`src/rtl/crt_pkg.sv`:
```
// Shared constants, codes and control types of the page reference count table.
package crt_pkg;

  localparam int ENTRIES       = 512;
  localparam int IDX_W         = $clog2(ENTRIES);
  localparam int FRAME_BITS    = 40;
  localparam int COUNT_BITS    = 8;
  localparam int CMD_BITS      = 2;
  localparam int OUTCOME_BITS  = 3;
  localparam int TOTAL_BITS    = 17;
  localparam int DROP_BITS     = 32;

  localparam logic [COUNT_BITS-1:0] COUNT_MAX     = {COUNT_BITS{1'b1}};
  localparam logic [COUNT_BITS-1:0] INSTALL_COUNT = COUNT_BITS'(2);
  localparam logic [TOTAL_BITS-1:0] TOTAL_MAX     = {TOTAL_BITS{1'b1}};
  localparam logic [IDX_W-1:0]      LAST_IDX      = IDX_W'(ENTRIES - 1);

  localparam logic [CMD_BITS-1:0] CMD_TRACK   = 2'd0;
  localparam logic [CMD_BITS-1:0] CMD_RESOLVE = 2'd1;
  localparam logic [CMD_BITS-1:0] CMD_RELEASE = 2'd2;
  localparam logic [CMD_BITS-1:0] CMD_QUERY   = 2'd3;

  localparam logic [OUTCOME_BITS-1:0] OC_SHARED       = 3'd0;
  localparam logic [OUTCOME_BITS-1:0] OC_TABLE_FULL   = 3'd1;
  localparam logic [OUTCOME_BITS-1:0] OC_NOT_TRACKED  = 3'd2;
  localparam logic [OUTCOME_BITS-1:0] OC_UPGRADE      = 3'd3;
  localparam logic [OUTCOME_BITS-1:0] OC_PRIVATE_COPY = 3'd4;
  localparam logic [OUTCOME_BITS-1:0] OC_UNMAP        = 3'd5;
  localparam logic [OUTCOME_BITS-1:0] OC_FORGET       = 3'd6;

  typedef struct packed {
    logic [FRAME_BITS-1:0] frame;
    logic [COUNT_BITS-1:0] count;
  } crt_entry_t;

  typedef struct packed {
    logic clear;
    logic load;
    logic scan;
    logic apply;
  } crt_cmd_t;

  typedef struct packed {
    logic addr_last;
    logic out_free;
  } crt_sts_t;

endpackage

```
`src/rtl/crt_ctrl.sv`:
```
// Controller state machine: clearing pass, table scan and result update.
module crt_ctrl (
  input  logic              clk,
  input  logic              rst_n,
  input  logic              in_valid,
  output logic              in_ready,
  input  crt_pkg::crt_sts_t sts,
  output crt_pkg::crt_cmd_t cmd
);

  typedef enum logic [2:0] {
    S_CLEAR,
    S_IDLE,
    S_SCAN,
    S_WAIT,
    S_APPLY
  } state_t;

  state_t state_r;
  state_t state_nxt;
  logic   in_ready_r;

  always_comb begin
    cmd.clear = (state_r == S_CLEAR);
    cmd.load  = in_ready_r && in_valid;
    cmd.scan  = (state_r == S_SCAN);
    cmd.apply = (state_r == S_APPLY) && sts.out_free;
  end

  always_comb begin
    state_nxt = state_r;
    case (state_r)
      S_CLEAR: begin
        if (sts.addr_last) state_nxt = S_IDLE;
      end
      S_IDLE: begin
        if (cmd.load) state_nxt = S_SCAN;
      end
      S_SCAN: begin
        if (sts.addr_last) state_nxt = S_WAIT;
      end
      S_WAIT: begin
        state_nxt = S_APPLY;
      end
      S_APPLY: begin
        if (sts.out_free) state_nxt = S_IDLE;
      end
      default: begin
        state_nxt = S_CLEAR;
      end
    endcase
  end

  always_ff @(posedge clk) begin
    if (!rst_n) begin
      state_r    <= S_CLEAR;
      in_ready_r <= 1'b0;
    end else begin
      state_r    <= state_nxt;
      in_ready_r <= (state_nxt == S_IDLE);
    end
  end

  assign in_ready = in_ready_r;

endmodule

```
`config.mk`:
```
export PLATFORM = sky130hd
export DESIGN_NAME = crt_ctrl
export DESIGN_NICKNAME = d
export VERILOG_FILES = /design/src/rtl/crt_pkg.sv /design/src/rtl/crt_ctrl.sv
export SDC_FILE = /design/constraint.sdc
export NUM_CORES = 1
export LEC_CHECK = 0
export BUFFER_PORTS_ARGS = -buffer_cell sky130_fd_sc_hd__buf_2
export CAP_MARGIN = 20
export CORE_AREA = 3 3 40 42
export CTS_CLUSTER_DIAMETER = 50
export DETAILED_ROUTE_END_ITERATION = 6
export DIE_AREA = 0 0 43 45
export PLACE_DENSITY = 0.33
export RECOVER_POWER = 100
export SETUP_SLACK_MARGIN = 0.4
export SYNTH_ARGS = -nofsm -noshare
export SYNTH_HDL_FRONTEND = slang
export SYNTH_SLANG_ARGS = --single-unit
```
`constraint.sdc`:
```
create_clock -name clk -period 0.9 [get_ports clk]
set_input_delay 0.09 -clock clk [delete_from_list [all_inputs] [get_ports clk]]
set_output_delay 0.09 -clock clk [all_outputs]
set_load 0.01 [all_outputs]
```
== Yosys cells after proc, flatten, opt, wreduce, memory -nomap -nowiden ==
Cells that the tools add are included.

* Add/sub/neg operators: 0
* Multipliers: 0
* Divide/modulo/power cells: 0
* $lt $le $gt $ge: 0
* Equal/unequal tests: 5
* Shifts and indexed selects: 0
* Muxes and demuxes: 5
* Bitwise operators: 0
* Reductions and logical operators: 3

{| class="wikitable"
|+ Operators with widths
! cell !! count
|-
| case mux 3 bit (5 select lines) || 1
|-
| 2-to-1 mux 3 bit || 4
|-
| equality test 3 x 1 -> 1 bit, second input constant || 2
|-
| equality test 3 x 2 -> 1 bit, second input constant || 2
|-
| equality test 3 bit, second input constant || 1
|-
| logical NOT 3 bit || 1
|-
| logical AND 1 bit || 2
|}

* Flip-flop bits (word level): 4
* Latch bits: 0
* Memory bits (writable): 0
* ROM bits: 0
* Output and inout bits: 5
* Logic and storage cells: 15
* Memories kept: 0

== Logic depth before layout (Yosys ltp) ==
Gate-level depths: netlist of run 1.

* Depth in word-level cells: 4
* Depth in mapped cells: 4
* Mapped depth without buffers: 3

== Worst setup path before layout of run 1 ==
No wires, ideal clock.

* Path type: flip-flop to flip-flop
* Start: register in_ready_r (netlist: in_ready)
* End: register in_ready_r (netlist: in_ready)
* Arrival: 1.023 ns
* Data required time: 0.842 ns
* Setup slack: -0.182 ns
* Stages on the path, launching flop included: 4
* Buffers on the path: 0
* Period minus slack after synthesis: 1.082 ns
* Path through: dfxtp_1 > and2_1 > a2111oi_2 > o21a_1

{| class="wikitable"
|+ RTL lines
! what !! line !! text
|-
| from (decl) || crt_ctrl.sv:21 || <nowiki>logic in_ready_r;</nowiki>
|-
| from (signal assigned) || crt_ctrl.sv:60 || <nowiki>in_ready_r <= (state_nxt == S_IDLE);</nowiki>
|}

==> summary.md, run 1 <==
| Metric | Value |
|---|---|
| Crit path cell chain | buf_6 -> nor3_2 -> buf_2 |
| First-pass GRT wire length | 1.24 mm |
| Slew Viols, Final | 0 |
| Synth unique cells | 18 |
| Most common cell in the synthesized netlist | dfxtp_1 |
| Largest buffer count on any clock path | 2 |
| Sequential share of power | 33.2% |
| Starting Density | 17.4% |
| Max cap viols | 0 |
| Buffers on Ports | 9 |
| Grt ovf | 0 |
| Slew @ Worst Pin | 0.266 ns |
| Vias per inst | 4.40 |
| Die height | 45 um |
| Worst Setup SP | state_r[2] |
| Violations in the final reports | setup timing |
| Post-synthesis average cell area | 9.33 sq um |
| Io pins | 10 |
| Top_reg_cell synth | dfxtp_1 |
| Net Sw Frac | 26.7% |
| Synth top area share | 35.8% |
| Buf/Inv on CP | 2 |
| Worst Hold Path Cells | 2 |
| Routability congestion estimate | 0.648 |
| Largest net degree at the start of global routing | 9 |
| Crit-path max cell delay | 0.35 ns |
| Critical path peak fanout | 4 |
| Fraction of final layout cells sized beyond drive strength 1 | 81.3% |
| Comb power frac | 29.0% |
| Cell family with most CP delay | flip-flops |
| Post-Route WL | 817 um |
| Post-synth EDFFs | 0 |
| Tot GR Track Use | 9.65% |
| Diode count | 0 |
| Vias | 277 |
| Place WS | -0.135 ns |
| Clk_lat worst skew | 0.24 ns |
| Leakage power | 0.214 nW |
| Post-route setup slack | -0.212 ns |
| RSZ-0062 raised after global routing | yes |
| Fin crit share | 124% |
| Syn Std Cell Area | 224 sq um |
| Sum Neg Setup Slack | -1.13 ns |
| Detailed Route Iter0 Violations | 3 |
| CP Capture Type | output pin |
| Fill count | 135 |
| Worst Hold Class | input pin to register |
| Yosys warns | 0 |
| Synth area leader | dfxtp_1 |
| Clk slew on worst S/H paths | 0.04 ns |
| FF-to-FF End | in_ready |
| Async S/R FF share, synth | 0% |
| # hold bufs at CTS | 0 |
| Worst EP required | 0.81 ns |
| Clock skew | 0.00442 ns |
| Setup violations, final | 9 |
| Worst setup endpoint | cmd[3] |
| P&R area growth vs syn | 128% |
| Worst R2R Start | state_r[0] |
| Total CTS buffers | 3 |
| Sw power | 0.000159 W |
| Clock share of power | 37.8% |
| Antenna Nets Post-Route | 0 |
| Achievable frequency | 899 MHz |
| Wirelength per Cell | 13.0 um |
| Drt drc | 0 |
| Run status | finished with violations |
| Vias in the first global route | 284 |
| Pwr/cell area | 1170 mW/mm^2 |
| Reg2reg path depth | 4 |
| Root buffer cell | clkbuf_4 |
| Syn nets | 29 |
| Slowest CP cell | dfxtp_4 |
| CP Launch Type | register |
| Fin nets | 55 |
| Pint | 0.000439 W |
| CTS H-tree depth | 1 |
| Drt pass-1 iters | 2 |
| Slew HR | 82.3% |
| Initial antenna violation count | 0 |
| Hold Startpoint | rst_n |
| CP Depth | 3 |
| Rows | 13 |
| Synth Instances | 24 |
| Post-synth top cells | dfxtp_1 (4), inv_1 (2), nor3_1 (2), nor4b_1 (2) |
| Synth area leaders | dfxtp_1 (36%), nor4b_1 (7.8%), a2111oi_2 (6.7%) |
| Share of the yosys chip area belonging to registers | 35.8% |
| Crit Path Class | register to output pin |
| Reg2Reg Setup Slack | -0.16 ns |
| Crit path arrival time | 1.02 ns |
| Period minus WS final | 1.11 ns |
| CTS Sinks | 4 |
| Final Hold Fails | 0 |
| Die Wd | 43 um |
| Core Area | 0.00128 sq mm |
| Count of state elements after synthesis | 4 |
| Max VDD drop | 0.364 mV |
| TritonCTS clock tree | built |
| Die area | 0.00194 sq mm |
## logic make-up after synthesis
kind of cell / share of synthesized area (%)
buffers and inverters: 8.38
DFF: 35.8
AOI/OAI and AO/OA: 19.0
and+or+nand+nor: 36.9
## layout by cell type (no fill, tap or decap), types with 2 or more instances in the layout
cell type and count:
buf_6 9, buf_4 6, clkbuf_4 3, dfxtp_4 3
buf_2 7, nor3_2 2, nor4b_4 2
## power groups by stage
stage,registers (W),logic [W],clock network (W)
after floorplan,0.000204,0.0000649,0
after global routing,0.000201,0.000185,0.000250
after detailed placement,0.000208,0.000106,0
final,0.000199,0.000174,0.000226
after CTS,0.000197,0.000139,0.000236
after global placement,0.000207,0.000103,0
## state kept, by name (all words and copies together), names as in the netlist
name	flops
state_r	3
in_ready	1
## worst min path at each step
| stage | end | slack (ns) |
|---|---|---|
| finish | state_r[0] | 0.12 |
| floorplan | in_ready | 0.21 |
| detailed placement | state_r[0] | 0.36 |
| CTS | state_r[0] | 0.11 |
| global placement | state_r[0] | 0.36 |
| global route | state_r[0] | 0.12 |
## layout make-up
| type | instances | area, sq um | area share (%) |
|---|---|---|---|
| repair buffers | 22 | 181 | 35.5 |
| inverters | 2 | 7.51 | 1.47 |
| clock buffers | 3 | 22.5 | 4.40 |
| multi-input cells | 17 | 189 | 36.9 |
| well taps | 15 | 18.8 | 3.67 |
| flip-flops and latches | 4 | 92.6 | 18.1 |
## what timing repair did
item	CTS	global route
endpoints found under the setup margin	9	9
gates resized for setup	9	11
pin swaps	3	3
setup buffers	5	3
## worst register-to-register path: cells and delay by family, from the launching register on
family	cells	cell delay [ns]
and+or+nand+nor	1	0.04
AOI/OAI and AO/OA	2	0.47
buffers and inverters	1	0.11
DFF	1	0.37
## routing by layer
metal / vias up / global-route usage [%] / wire (um)
li1: 139 / - / -
met1: 127 / 9.86 / 287
met2: 9 / 15.3 / 468
met3: 2 / 2.39 / 40
met4: 0 / 10.8 / 21
met5: - / 0 / 0
## through the flow
stage / total power [W] / hold slack [ns] / instance area, sq um / util [%] / std cells
final: 0.000598 / 0.123 / 512 / 39.8 / 63
after detailed placement: 0.000314 / 0.361 / 340 / 26.5 / 52
after global placement: 0.000310 / 0.360 / 340 / 26.5 / 52
after CTS: 0.000572 / 0.110 / 437 / 34.0 / 60
after global routing: 0.000635 / 0.115 / 512 / 39.8 / 63
after floorplan: 0.000269 / 0.208 / 250 / - / 24
Power figures use the tool's default switching activity.
==> inputs of run 2 (changes only) <==
--- a/config.mk
+++ b/config.mk
@@ -8,10 +8,10 @@
 export BUFFER_PORTS_ARGS = -buffer_cell sky130_fd_sc_hd__buf_2
 export CAP_MARGIN = 20
 export CORE_AREA = 3 3 40 42
-export CTS_CLUSTER_DIAMETER = 50
+export CTS_CLUSTER_DIAMETER = 80
 export DETAILED_ROUTE_END_ITERATION = 6
 export DIE_AREA = 0 0 43 45
-export PLACE_DENSITY = 0.33
+export PLACE_DENSITY = 0.48
 export RECOVER_POWER = 100
 export SETUP_SLACK_MARGIN = 0.4
 export SYNTH_ARGS = -nofsm -noshare
==> run 2 against run 1 <==
  * The run still ends with setup timing left
  * Total power up 4.3%
  * Non-clock buffer count rose by 2
  * Cell area increased by 2.0%
  * Register-to-register slack is essentially flat
  * Core utilization increased by 0.78 points
==> summary.md, run 2 (synthesized netlist as in run 1, its figures left out) <==
| Metric | Value |
|---|---|
| Post-route cell area | 522 sq um |
| Worst hold endpoint | state_r[0] |
| CTS Sinks | 4 |
| Drt pass-1 iters | 1 |
| Largest reg by FF count | state_r |
| Final Hold Fails | 0 |
| Flip-flop and latch area | 92.6 sq um |
| CP Launch Type | register |
| Violations in the final reports | setup timing |
| Critical path peak fanout | 6 |
| Slew Viols, Final | 0 |
| Routability congestion estimate | 0.596 |
| Most common cell after layout, fill and taps aside | buf_6 |
| Initial antenna violation count | 0 |
| Post-route setup slack | -0.194 ns |
| Pwr/cell area | 1200 mW/mm^2 |
| Period minus WS final | 1.09 ns |
| Vias per inst | 4.40 |
| Worst R2R Start | state_r[0] |
| P&R area growth vs syn | 133% |
| Non-Filler Instances | 65 |
| Max cap viols | 0 |
| Most frequent cells in the layout | buf_6 (9), buf_2 (7), buf_4 (7) |
| Crit path arrival time | 1.00 ns |
| Worst EP required | 0.81 ns |
| Hold Startpoint | rst_n |
| Max VDD drop | 0.354 mV |
| Core Area | 0.00128 sq mm |
| Post-route total power | 0.000624 W |
| Diode count | 0 |
| Fin nets | 57 |
| Clock skew | 0.00395 ns |
| Fraction of final layout cells sized beyond drive strength 1 | 80.0% |
| Grt ovf | 0 |
| Place WS | -0.0679 ns |
| Worst Hold Class | input pin to register |
| Rows | 13 |
| Wirelength per Cell | 11.3 um |
| Slew HR | 84.7% |
| Drt drc | 0 |
| Die area | 0.00194 sq mm |
| Clk_lat worst skew | 0.24 ns |
| Post-Route WL | 736 um |
| Largest buffer count on any clock path | 2 |
| Area of the multi-input gates | 171 sq um |
| Clk slew on worst S/H paths | 0.04 ns |
| Root buffer cell | clkbuf_4 |
| Fill count | 123 |
| TritonCTS clock tree | built |
| Slew @ Worst Pin | 0.230 ns |
| Crit Path Class | register to output pin |
| RSZ-0062 raised after global routing | yes |
| CTS H-tree depth | 1 |
| Largest net degree at the start of global routing | 9 |
| Run status | finished with violations |
| Largest register FFs | 3 |
| First-pass GRT wire length | 1.24 mm |
| Starting Density | 17.4% |
| Sum Neg Setup Slack | -1.13 ns |
| Post-DP Area | 360 sq um |
| Io pins | 10 |
| Die Wd | 43 um |
| Total CTS buffers | 3 |
| Detailed Route Iter0 Violations | 0 |
| Leakage power | 0.228 nW |
| FF-to-FF End | state_r[2] |
| CP Capture Type | output pin |
| Achievable frequency | 914 MHz |
| Die height | 45 um |
| Vias | 286 |
| Reg2reg path depth | 5 |
| Vias in the first global route | 302 |
| Fin crit share | 122% |
| Buffers on Ports | 9 |
| # hold bufs at CTS | 0 |
| Tot GR Track Use | 9.17% |
| Placed Cells | 53 |
| Reg2Reg Setup Slack | -0.16 ns |
| Setup violations, final | 9 |
| Antenna Nets Post-Route | 0 |
| Worst Hold Path Cells | 2 |
| Hpwl dp | 470 um |
[run 2: how the worst max path moves through the flow]
| stage | start | slack (ns) | to |
|---|---|---|---|
| 6_report | state_r[2] | -0.19 | cmd[1] |
| 4_1_cts | state_r[2] | -0.21 | cmd[0] |
| 5_1_grt | state_r[2] | -0.24 | cmd[1] |
| 2_1_floorplan | in_ready | -0.09 | in_ready |
| 3_5_place_dp | in_ready | -0.07 | in_ready |
| 3_3_place_gp | in_ready | -0.06 | in_ready |
[run 2: final cells by class]
type / count / area share [%]
timing repair buffer: 24 / 40.0
multi-input combinational: 17 / 32.9
sequential: 4 / 17.7
clock buffer: 3 / 4.32
tap: 15 / 3.60
inverter: 2 / 1.44
[run 2: power breakdown]
part,switching [W],internal (W)
sequential,0.0000140,0.000184
combinational,0.0000653,0.000125
clock,0.0000854,0.000150
[run 2: timing repair]
item,CTS,global route
setup endpoints to repair,9,9
setup buffers,6,3
pin swaps,5,3
resized for setup,10,7
[run 2: metrics by stage]
stage               hold slack [ns]  util (%)
floorplan                     0.208         -
CTS                          0.0971      36.5
finish                        0.109      40.6
detailed placement            0.353      28.0
global placement              0.350      28.0
global route                  0.117      40.6
[run 2: routing by layer]
layer | vias up | wire length, um | track usage [%]
met5 | - | 0 | 0
met4 | 0 | 0 | 9.04
met3 | 0 | 48 | 2.79
met2 | 5 | 371 | 15.0
met1 | 136 | 316 | 9.20
li1 | 145 | - | -
[run 2: worst max-delay path: stages, from the launching register on]
cell     delay [ns]
dfxtp_4        0.36
buf_6          0.12
nor3_4         0.15
buf_2          0.14
